`config.mk`:
```
export PLATFORM = sky130hd
export DESIGN_NAME = mme_store
export DESIGN_NICKNAME = d
export VERILOG_FILES = /design/src/hdl/mme_pkg.sv /design/src/hdl/mme_store.sv
export SDC_FILE = /design/constraint.sdc
export NUM_CORES = 2
export LEC_CHECK = 0
export ABC_CLOCK_PERIOD_IN_PS = 3730
export BUFFER_PORTS_ARGS = -buffer_cell sky130_fd_sc_hd__buf_2
export CAP_MARGIN = 40
export CORE_UTILIZATION = 57
export CTS_CLUSTER_SIZE = 10
export DETAILED_ROUTE_END_ITERATION = 8
export PLACE_DENSITY = 0.76
export SLEW_MARGIN = 0
export SYNTH_ARGS = -nofsm -noshare
export SYNTH_HDL_FRONTEND = slang
export SYNTH_SLANG_ARGS = --single-unit
```
`constraint.sdc`:
```
create_clock -name clk_i -period 3.73 [get_ports clk_i]
set_input_delay 0.746 -clock clk_i [delete_from_list [all_inputs] [get_ports clk_i]]
set_output_delay 0.746 -clock clk_i [all_outputs]
set_load 0.02 [all_outputs]
```
`src/hdl/mme_pkg.sv`:
```
package mme_pkg;

  localparam int MAX_DIM     = 8;
  localparam int FRAC_BITS   = 16;
  localparam int IDX_W       = $clog2(MAX_DIM);
  localparam int DEPTH       = MAX_DIM * MAX_DIM;
  localparam int ADDR_W      = $clog2(DEPTH);
  localparam int SIZE_W      = 4;
  localparam int FIELD_W     = 3;
  localparam int DATA_W      = 32;
  localparam int ACC_W       = 64;
  localparam int OP_W        = 2;
  localparam int IN_TDATA_W  = 40;
  localparam int OUT_TDATA_W = 40;
  localparam int CFG_IDX_W   = 2;

  localparam logic [OP_W-1:0] OP_LOAD_A   = 2'd0;
  localparam logic [OP_W-1:0] OP_LOAD_B   = 2'd1;
  localparam logic [OP_W-1:0] OP_MULTIPLY = 2'd2;

  localparam logic [CFG_IDX_W-1:0] CFG_A_ROWS     = 2'd0;
  localparam logic [CFG_IDX_W-1:0] CFG_INNER_SIZE = 2'd1;
  localparam logic [CFG_IDX_W-1:0] CFG_B_COLS     = 2'd2;

  localparam logic [SIZE_W-1:0] SIZE_RESET = 4'd8;

  // tag that travels with each multiply-accumulate step
  typedef struct packed {
    logic vld;
    logic first;
    logic last;
  } mac_tag_t;

  // size register -> last index (0 counts as 1, clipped at MAX_DIM)
  function automatic logic [IDX_W-1:0] size_last(input logic [SIZE_W-1:0] v);
    logic [IDX_W-1:0] res;
    if (v == '0) begin
      res = '0;
    end else if (v > MAX_DIM) begin
      res = IDX_W'(MAX_DIM - 1);
    end else begin
      res = IDX_W'(v - 1'b1);
    end
    return res;
  endfunction

  // arithmetic shift by FRAC_BITS, then saturate to DATA_W bits
  function automatic logic signed [DATA_W-1:0] shift_sat(input logic signed [ACC_W-1:0] acc);
    logic signed [ACC_W-1:0]  sh;
    logic signed [DATA_W-1:0] res;
    sh = acc >>> FRAC_BITS;
    if ((&sh[ACC_W-1:DATA_W-1]) || !(|sh[ACC_W-1:DATA_W-1])) begin
      res = sh[DATA_W-1:0];
    end else if (sh[ACC_W-1]) begin
      res = {1'b1, {(DATA_W-1){1'b0}}};
    end else begin
      res = {1'b0, {(DATA_W-1){1'b1}}};
    end
    return res;
  endfunction

endpackage

```
`src/hdl/mme_store.sv`:
```
// One matrix store: single write port, single registered read port.
module mme_store (
  input  logic                       clk_i,
  input  logic                       we_i,
  input  logic [mme_pkg::ADDR_W-1:0] waddr_i,
  input  logic [mme_pkg::DATA_W-1:0] wdata_i,
  input  logic [mme_pkg::ADDR_W-1:0] raddr_i,
  output logic [mme_pkg::DATA_W-1:0] rdata_o
);
  import mme_pkg::*;

  logic [DATA_W-1:0] mem_q [DEPTH];

  always_ff @(posedge clk_i) begin
    if (we_i) begin
      mem_q[waddr_i] <= wdata_i;
    end
  end

  always_ff @(posedge clk_i) begin
    rdata_o <= mem_q[raddr_i];
  end

endmodule

```
* Word-level counts from Yosys, hierarchy flattened
Memories as Yosys holds them, arrays and structs flattened. A register that Yosys moved wholly into a read port is not among the register bits. Cells that the tools add are included. W data, S select, Z words.
Word-level totals: flip-flop bits (word level) 0, word-level logic and storage cells 3, RAM bits 2048, memories kept 1, output and inout port bits 32
Operators by class: mux-type cells 2
Memories:
- mem_q | depth 64, width 32, read ports 1, clocked after memory_dff 1, write ports 1, line mme_store.sv:12 | logic [DATA_W-1:0] mem_q [DEPTH];
Operators by type and width (count):
- $mux W1 | 2

* Longest topological paths before layout
depth in word-level cells 2, mapped depth 10

* Worst setup path before layout
OpenSTA, ideal clock, no wires.
path kind input to register, start input port waddr_i[3] (netlist name), end memory mem_q[48][0] (enable), path buffers 1, slack -0.176 ns, arrival time 3.445 ns, data required time 3.269 ns, cell stages on the path 4, cells stage by stage clkbuf_1 > nor2b_1 > nand4b_1 > nor3_1
RTL lines:
- start: declaration | line mme_store.sv:5 | input logic [mme_pkg::ADDR_W-1:0] waddr_i,
- end: declaration | line mme_store.sv:12
Straight into the memory's write port.

==> flow_metrics.py <==
metrics = {
    "pwr": {
        "p_int_w": 0.03825,
        "switching_share": 0.2141,
        "clockPowerShare": 0.410,
        "max-vdd-ir-drop_v": 0.0004959,
        "power_frac_comb": 0.055,
        "finalPower_w": 0.04866,
        "switching_power_w": 0.01042,
        "power_frac_seq": 0.535,
        "p_leak_nw": 28.46,
        "power.density_nw_per_um2": 539.8,
    },
    "worst_setup_path": {
        "max_stage_delay_ns": 0.68,
        "cp_top_family": "compound AO/OA/AOI/OAI gates",
        "crit_path_start_kind": "input pin",
        "end_kind": "flop",
        "worst-path-buf-inv": 3,
        "criticalPathCategory": "input pin to flop",
        "cp_max_fo": 33,
        "cp.arrival_ns": 3.53,
        "critPathSlowestCell": "a21oi_1",
        "crit_chain": "buf_8, buf_12, buf_12, mux4_2, o221ai_1, a21oi_1, a21oi_1, nor2_1",
        "critical_path_required_ns": 4.42,
    },
    "placement": {
        "gp_congestion": 0.8370,
        "dp_hpwl_mm": 120.4,
        "pre_cts_slack_ns": 0.1418,
        "portBuffers": 77,
    },
    "drt": {
        "wl_mm": 214.6,
        "firstDrtPassIters": 7,
        "routed-via-count": 39530,
        "drtAntennaViolNets": 0,
        "drc": 0,
        "drt_iter0_drc": 6008,
        "avgRoutedWirePerCell_um": 37.80,
        "avgViaCountPerCell": 6.964,
    },
    "floorplan": {
        "initial_utilization": 0.5767,
        "die_h_um": 373.1,
        "die_w_um": 373.1,
        "dieArea_um2": 139200,
        "core-area_um2": 136100,
        "num_io_pins": 78,
        "row_count": 135,
    },
    "cts": {
        "clk_latency_ns": 0.85,
        "cts_root_buf": "clkbuf_16",
        "htreeDepth": 4,
        "ctsLongestPathBuffers": 3,
        "hold_buffers": 0,
        "cts-buffers-inserted": 226,
        "clkSlewWorstSetupHoldPaths_ns": 0.06,
        "cts_tree": "done",
        "cts.repair.resized": 0,
        "numClockSinks": 2080,
        "cts_setup_buffers": 0,
    },
    "synthesis": {
        "synthesis.nets": 3370,
        "postSynthCellCount": 3324,
        "synth_area_leaders": "edfxtp_1 (78%), mux4_2 (16%), mux2i_1 (1.2%)",
        "synth_area_um2": 78520,
        "ys_types": 34,
        "ys.flop_type": "edfxtp_1",
        "yosys.area.top_type_share": 0.7833,
        "yosys_warnings": 0,
        "syn-mean-instance-area_um2": 23.62,
        "ys_seq_area_frac": 0.7914,
        "synth_edf_count": 2048,
        "synthArstFlopShare": 0,
        "yosys.area.top_type": "edfxtp_1",
        "ys_seq_elements": 2080,
    },
    "cells_and_area": {
        "nFillCells": 8163,
        "seqCellArea_um2": 62140,
        "multi_input_area_um2": 15980,
        "drive_gt1_frac": 0.3141,
        "utilization": 0.6622,
        "nNetsFinal": 3782,
        "mostFrequentLayoutCell": "edfxtp_1",
        "area_delta_synth_final_pct": 14.83,
        "final_cell_mix": "edfxtp_1 (2,048), mux4_2 (544), clkbuf_16 (230), buf_4 (228), clkbuf_1 (140)",
    },
    "sta": {
        "max_freq_ghz": 0.3524,
        "finalCritPeriodShare": 0.7607,
        "finalSetupViolations": 0,
        "worst_pin_slew_ns": 0.9343,
        "slew_headroom": 0.3771,
        "slew_violations": 0,
        "hold_violations": 0,
        "finClkSkew_ns": 0.02028,
        "fin_ws_ns": 0.8926,
        "rsz0062_at_grt": "false",
        "holdWs_ns": 0.2049,
        "tns_ns": 0,
        "fin_crit_ns": 2.837,
    },
    "global_route": {
        "met3_usage": 0.07677,
        "globalRouteMet1Util": 0.4159,
        "antenna_found_initial": 12,
        "first_global_vias": 40450,
        "overflow": 0,
        "met2_usage": 0.4882,
        "grt.total_usage": 0.3126,
        "busiest_layer": "met2",
        "grt_max_degree": 65,
        "grt_pass1_wl_mm": 301.7,
    },
    "status": {
        "outcome": "finished, final reports clean",
    },
    "hold_path": {
        "hold_class": "input pin to flop",
    },
    "run": {
        "drv_cap": 0,
    },
}
==> layer usage <==
layer | routed length (um) | part of all wire
met1 | 72340 | 0.34
met2 | 102300 | 0.48
met3 | 28190 | 0.13
met4 | 11650 | 0.054
met5 | 83 | 0.00039
==> through the flow <==
| step | instances | instance area (um2) |
|---|---|---|
| floorplan | 3324 | 78530 |
| detailed placement | 5288 | 83710 |
| CTS | 5671 | 90150 |
| global route | 5672 | 90150 |
| global placement | 5264 | 83210 |
| finish | 5676 | 90160 |
==> kinds of logic after synthesis <==
| logic type | share of synthesized area |
|---|---|
| AOI/OAI and AO/OA | 0.01673 |
| buffers and inverters | 0.01128 |
| DFF | 0.7914 |
| muxes | 0.1679 |
| and+or+nand+nor | 0.01265 |
==> cells in the mapped netlist (25+ instances only) <==
| cell | n |
|---|---|
| a21oi_1 | 62 |
| buf_2 | 57 |
| buf_4 | 25 |
| clkbuf_1 | 74 |
| dfxtp_1 | 32 |
| edfxtp_1 | 2048 |
| mux2i_1 | 93 |
| mux4_2 | 544 |
| nand2_1 | 26 |
| nor2_1 | 137 |
| o221ai_1 | 27 |
| o22ai_1 | 84 |
==> power groups by stage <==
| stage | combinational (W) | clock [W] | sequential [W] |
|---|---|---|---|
| after global placement | 0.00248 | 0 | 0.0265 |
| final | 0.00266 | 0.0200 | 0.0260 |
| after detailed placement | 0.00260 | 0 | 0.0265 |
| after global routing | 0.00275 | 0.0210 | 0.0260 |
| after floorplan | 0.00126 | 0 | 0.0265 |
| after CTS | 0.00264 | 0.0201 | 0.0260 |
==> worst paths after layout <==
check                 from             to  slack, ns  depth (start not counted)
max             raddr_i[0]     rdata_o[7]       0.89                          8
min            wdata_i[23]  mem_q[22][23]       0.20                          1
max reg2reg  mem_q[38][15]    rdata_o[15]       1.36                          5
min reg2reg  mem_q[13][20]    rdata_o[20]       0.85                          5
==> flip-flops by register name, indices dropped and copies added (netlist names) <==
signal   cells
rdata_o     32
mem_q     2048
==> area by class of cell <==
type                       count  area share
timing repair buffer         366     0.03737
antenna                        4   0.0001110
tap                         1781     0.02472
multi-input combinational   1062      0.1772
clock inverter                12    0.001527
sequential                  2080      0.6892
clock buffer                 371     0.06982
(Power assumes the default switching activity.)
