File: config.mk
export PLATFORM = sky130hd
export DESIGN_NAME = mme_mac
export DESIGN_NICKNAME = d
export VERILOG_FILES = /design/src/hdl/mme_pkg.sv /design/src/hdl/mme_mac.sv
export SDC_FILE = /design/constraint.sdc
export NUM_CORES = 2
export LEC_CHECK = 0
export ABC_CLOCK_PERIOD_IN_PS = 9400
export BUFFER_PORTS_ARGS = -buffer_cell sky130_fd_sc_hd__clkbuf_2
export CAP_MARGIN = 20
export CORE_MARGIN = 2
export CORE_UTILIZATION = 53
export DETAILED_ROUTE_END_ITERATION = 6
export PLACE_DENSITY = 0.76
export SLEW_MARGIN = 5
export SYNTH_ARGS = -nofsm -noshare
export SYNTH_HDL_FRONTEND = slang
export SYNTH_SLANG_ARGS = --single-unit
File: constraint.sdc
create_clock -name clk_i -period 9.4 [get_ports clk_i]
set_input_delay 1.41 -clock clk_i [delete_from_list [all_inputs] [get_ports clk_i]]
set_output_delay 1.41 -clock clk_i [all_outputs]
set_load 0.005 [all_outputs]
File: src/hdl/mme_pkg.sv
package mme_pkg;

  localparam int MAX_DIM     = 8;
  localparam int FRAC_BITS   = 16;
  localparam int IDX_W       = $clog2(MAX_DIM);
  localparam int DEPTH       = MAX_DIM * MAX_DIM;
  localparam int ADDR_W      = $clog2(DEPTH);
  localparam int SIZE_W      = 4;
  localparam int FIELD_W     = 3;
  localparam int DATA_W      = 32;
  localparam int ACC_W       = 64;
  localparam int OP_W        = 2;
  localparam int IN_TDATA_W  = 40;
  localparam int OUT_TDATA_W = 40;
  localparam int CFG_IDX_W   = 2;

  localparam logic [OP_W-1:0] OP_LOAD_A   = 2'd0;
  localparam logic [OP_W-1:0] OP_LOAD_B   = 2'd1;
  localparam logic [OP_W-1:0] OP_MULTIPLY = 2'd2;

  localparam logic [CFG_IDX_W-1:0] CFG_A_ROWS     = 2'd0;
  localparam logic [CFG_IDX_W-1:0] CFG_INNER_SIZE = 2'd1;
  localparam logic [CFG_IDX_W-1:0] CFG_B_COLS     = 2'd2;

  localparam logic [SIZE_W-1:0] SIZE_RESET = 4'd8;

  // tag that travels with each multiply-accumulate step
  typedef struct packed {
    logic vld;
    logic first;
    logic last;
  } mac_tag_t;

  // size register -> last index (0 counts as 1, clipped at MAX_DIM)
  function automatic logic [IDX_W-1:0] size_last(input logic [SIZE_W-1:0] v);
    logic [IDX_W-1:0] res;
    if (v == '0) begin
      res = '0;
    end else if (v > MAX_DIM) begin
      res = IDX_W'(MAX_DIM - 1);
    end else begin
      res = IDX_W'(v - 1'b1);
    end
    return res;
  endfunction

  // arithmetic shift by FRAC_BITS, then saturate to DATA_W bits
  function automatic logic signed [DATA_W-1:0] shift_sat(input logic signed [ACC_W-1:0] acc);
    logic signed [ACC_W-1:0]  sh;
    logic signed [DATA_W-1:0] res;
    sh = acc >>> FRAC_BITS;
    if ((&sh[ACC_W-1:DATA_W-1]) || !(|sh[ACC_W-1:DATA_W-1])) begin
      res = sh[DATA_W-1:0];
    end else if (sh[ACC_W-1]) begin
      res = {1'b1, {(DATA_W-1){1'b0}}};
    end else begin
      res = {1'b0, {(DATA_W-1){1'b1}}};
    end
    return res;
  endfunction

endpackage

File: src/hdl/mme_mac.sv
// Shared multiply-accumulate unit. Tag enters with the read address,
// lines up with store read data in the next cycle, with the product in the cycle after that.
module mme_mac (
  input  logic                              clk_i,
  input  logic                              rst_ni,
  input  mme_pkg::mac_tag_t                 tag_i,
  input  logic signed [mme_pkg::DATA_W-1:0] a_i,
  input  logic signed [mme_pkg::DATA_W-1:0] b_i,
  output logic signed [mme_pkg::ACC_W-1:0]  acc_o,
  output logic                              done_o
);
  import mme_pkg::*;

  mac_tag_t                 rd_tag_q;
  mac_tag_t                 prod_tag_q;
  logic signed [ACC_W-1:0]  prod_q;
  logic signed [ACC_W-1:0]  acc_q, acc_d;
  logic                     done_q;

  always_ff @(posedge clk_i or negedge rst_ni) begin
    if (!rst_ni) begin
      rd_tag_q   <= '0;
      prod_tag_q <= '0;
      done_q     <= 1'b0;
    end else begin
      rd_tag_q   <= tag_i;
      prod_tag_q <= rd_tag_q;
      done_q     <= prod_tag_q.vld && prod_tag_q.last;
    end
  end

  always_comb begin
    acc_d = acc_q;
    if (prod_tag_q.vld) begin
      acc_d = prod_tag_q.first ? prod_q : acc_q + prod_q;
    end
  end

  always_ff @(posedge clk_i) begin
    prod_q <= a_i * b_i;
    acc_q  <= acc_d;
  end

  assign acc_o  = acc_q;
  assign done_o = done_q;

endmodule

Yosys cells after proc, flatten, opt, wreduce, memory -nomap -nowiden
Index checks and enable logic that the tools add are counted.
- register bits after elaboration: 135
- bits of input ports: 69
- word-level logic and storage cells: 13
- add/subtract/negate cells: 1
- multiply operators: 1
- multiplexer cells: 1
- reductions and logical operators: 1
- operators with widths (cell ; count):
    $add A64 B64 Y64 ; 1
    $mul A32 B32 Y64 ; 1
    $mux W64 ; 1
    $logic_and A1 B1 Y1 ; 1

Depth between registers and ports, before layout
- depth after elaboration: 2
- depth in mapped cells: 28
- depth with buffers taken out: 26

Worst setup path after synthesis
No wires, ideal clock.
- path kind: input port to flip-flop
- start: input b_i[2] (netlist bit)
- end: register prod_q[63]
- setup time: 0.120 ns
- data arrival time: 8.977 ns
- slack: 0.303 ns
- cell stages on the path: 26
- buffers on the path: 2
- cells stage by stage: clkbuf_1 nand2_1 inv_1 fa_1 fa_1 fa_1 fa_1 inv_1 fa_1 inv_1 fa_1 inv_1 fa_1 inv_1 fa_1 ha_1 clkbuf_1 and3_1 nand3_1 nor4b_1 nand3_1 a21oi_1 o21ai_0 a311o_1 and3_1 a211o_1
- word-level cells in the longest chain between the ends: 1
- RTL lines (what ; RTL line ; source):
    start, declared ; mme_mac.sv:8 ; input logic signed [mme_pkg::DATA_W-1:0] b_i,
    $mul A32 B32 Y64 ; mme_mac.sv:40 ; prod_q <= a_i * b_i;
    end signal, assigned ; mme_mac.sv:40 ;
    end, declared ; mme_mac.sv:16 ; logic signed [ACC_W-1:0] prod_q;
Every way passes these cells.
A chain may end at the register's enable or synchronous reset.

Worst setup path in the final report
- start: input b_i[6] (netlist bit)
- end: register prod_q[63]
Same word-level chain as after synthesis.

==> flow_summary_export.csv <==
group,metric,value,unit
place,post-place-ws,92.0,ps
floorplanning,rows,105,
worst_hold_path,min_from,"rd_tag_q[2]$_DFF_PN0_",
setup_path,path_max_fanout,21,
cts,cts_resized,0,
global_routing,grt_pass1_vias,34700,
cts,clockBufferDepth,2,
yosys,synthCells,4709,
cts,cts_setup_buffers,0,
timing,clock_skew,12.4,ps
floorplanning,dieArea,85400,sq um
cts,cts_num_sinks,135,
yosys,synth.avg_cell_area,9.35,sq um
outcome,outcome,"completed",
cts,cts-buffers-inserted,17,
timing,fmax,112,MHz
floorplanning,ios,134,
setup_path,worstSetupStartpointType,"input port",
yosys,yosysTopAreaCell,"fa_1",
timing,fin_setup_tns,0,ps
cts,cts_hold_buf,0,
setup_path,cp.arrival,9270,ps
yosys,synth.area.top_cells,"fa_1 (49%), inv_1 (8.3%), and2_1 (7.5%)",
place,port_buffers,133,
cells_and_area,fill_cells,7165,
yosys,synth_edf_count,64,
timing,post-route-min-period,8940,ps
cells_and_area,layout_common_cells,"fa_1 (1083), inv_1 (975), nand2_1 (624), and2_1 (528), ha_1 (247)",
setup_path,cp_slowest_cell,"fa_1",
worst_hold_path,min_path_type,"reg -> reg",
place,place_hpwl,95800,microns
setup_path,crit_type,"in -> reg",
yosys,ys_warn_count,0,
place,place.gp.congestion,0.931,
cts,cts-root-buf,"clkbuf_16",
yosys,synth_top_area_frac,0.492,
global_routing,antenna_found_initial,6,
timing,tightest_slew,906,ps
floorplanning,initial_core_util,0.536,
cells_and_area,nets,6113,
routing,viasPerCell,5.52,
setup_path,required,9730,ps
global_routing,grt_use_total,0.273,
global_routing,overflow,0,
routing,wirelength,112000,microns
yosys,synth_area,44000,sq um
yosys,synth_nets,6108,
cts,cts_tree,"yes",
floorplanning,die_w,292,microns
setup_path,reg2reg_from,"acc_o[20]$_DFFE_PP_",
yosys,synth.distinct_cells,77,
cells_and_area,drive_gt1_frac,0.0601,
routing,drtIter0Drc,1999,
timing,max_slew_margin,0.391,
timing,drv_slew,0,
cts,clock_latency,440,ps
setup_path,crit_path_frequent_cell,"fa_1",
timing,timing.final.ws_setup,457,ps
yosys,synth-seq-area-share,0.0767,
cells_and_area,final_common_cell,"fa_1",
routing,avgRoutedWirePerCell,19.3,microns
routing,via_count,32000,
timing,fin_crit_sh,0.951,
timing,setup_violations,0,
routing,firstDrtPassIters,6,
routing,drc_errors,0,
cts,clkSlewWorstSetupHoldPaths,70,ps
cts,htree_levels,4,
global_routing,grt_pass1_wl,183000,microns
job,maxCapViolCount,0,
setup_path,cpPeakStageDelay,530,ps
global_routing,grt_max_degree,73,
timing,finalHoldViolations,0,
floorplanning,design.core.area,82200,sq um
routing,ant_nets,0,
yosys,ys_async_sr_fraction,0.0519,
floorplanning,dieHeight,292,microns
yosys,synth_seq_cells,135,
yosys,synthFlopType,"edfxtp_1",
timing,rsz0062_at_grt,"false",
cells_and_area,areaGrowthSynthToFinish,5.62,%
setup_path,crit_path_start,"b_i[6]",
setup_path,endpoint_kind,"register",
## logic make-up (layout without fill, tap and decap cells)
group           Yosys count  after routing  synth area share
simple gates           1401           1401             0.158
mux                       7              7           0.00173
other cells               0              3                 0
fa+ha+maj              1330           1330             0.562
flops                   135            135            0.0767
xor+xnor                117            117            0.0233
compound gates          500            500            0.0741
buf+inv                1219           1237             0.104
## metal layers
| metal | track usage | wire length [microns] | vias up |
|---|---|---|---|
| li1 | - | - | 14200 |
| met1 | 0.338 | 41900 | 16500 |
| met2 | 0.484 | 58200 | 1055 |
| met3 | 0.0317 | 6260 | 254 |
| met4 | 0.118 | 5310 | 4 |
| met5 | 0 | 28 | - |
## final timing paths
| check | endpoint | slack [ps] | depth (start not counted) |
|---|---|---|---|
| max in group asynchronous | prod_tag_q[1]$_DFF_PN0_ | 8430 | 1 |
| max reg2reg | acc_o[57]$_DFFE_PP_ | 5440 | 10 |
| max | prod_q[63]$_DFF_P_ | 460 | 27 |
| min reg2reg | prod_tag_q[2]$_DFF_PN0_ | 350 | 0 |
| min in group asynchronous | prod_tag_q[0]$_DFF_PN0_ | 790 | 1 |
| min | prod_tag_q[2]$_DFF_PN0_ | 350 | 0 |
## final cells by class
class / count / area (sq um) / share of cell area
well taps: 1070 / 1340 / 0.0288
repair buffers: 229 / 1410 / 0.0303
flip-flops and latches: 135 / 3380 / 0.0727
clock inverters: 15 / 201 / 0.00433
diodes: 3 / 7.51 / 0.000161
multi-input cells: 3355 / 36100 / 0.776
inverters: 976 / 3660 / 0.0788
clock buffers: 17 / 425 / 0.00915
## per-stage QoR
step / cell area, sq um / std cells / hold WS [ps] / utilization
after floorplan: 44000 / 4709 / 331 / -
after global placement: 45900 / 5765 / 334 / 0.558
after detailed placement: 45900 / 5765 / 337 / 0.558
after CTS: 46500 / 5797 / 344 / 0.566
after global routing: 46500 / 5800 / 361 / 0.566
final: 46500 / 5800 / 347 / 0.566
## state kept, by name, indices dropped and copies added (netlist names)
signal / cells
acc_o: 64
done_o: 1
prod_q: 64
rd_tag_q: 3
prod_tag_q: 3
## Yosys cell counts, types with 5 or more instances
library cell / n
and2_1: 528
dfrtp_1: 7
ha_1: 247
xor2_1: 47
o21bai_1: 23
o221ai_1: 6
nor3_1: 16
nand2_1: 624
nand3_1: 32
nor2b_1: 10
mux2_2: 5
a21o_1: 84
nand4_1: 20
clkbuf_1: 238
a211oi_1: 15
a211o_1: 6
a21oi_1: 127
and3_1: 27
nor2_1: 93
a41oi_1: 6
a311oi_1: 7
xnor2_1: 70
a31oi_1: 16
o211ai_1: 19
edfxtp_1: 64
dfxtp_1: 64
fa_1: 1083
and4_1: 6
nand2b_1: 22
o31ai_1: 15
o21ai_0: 113
o21a_1: 12
inv_1: 975
## critical path: cells and delay by family
family / cells / cell delay, ps
buf+inv: 8 / 1240
simple gates: 6 / 1320
compound gates: 4 / 970
fa+ha+maj: 9 / 4300
Power is left out: the tool's default activity adds up to more than one toggle a clock period on the data nets, which glitch-free logic cannot reach.
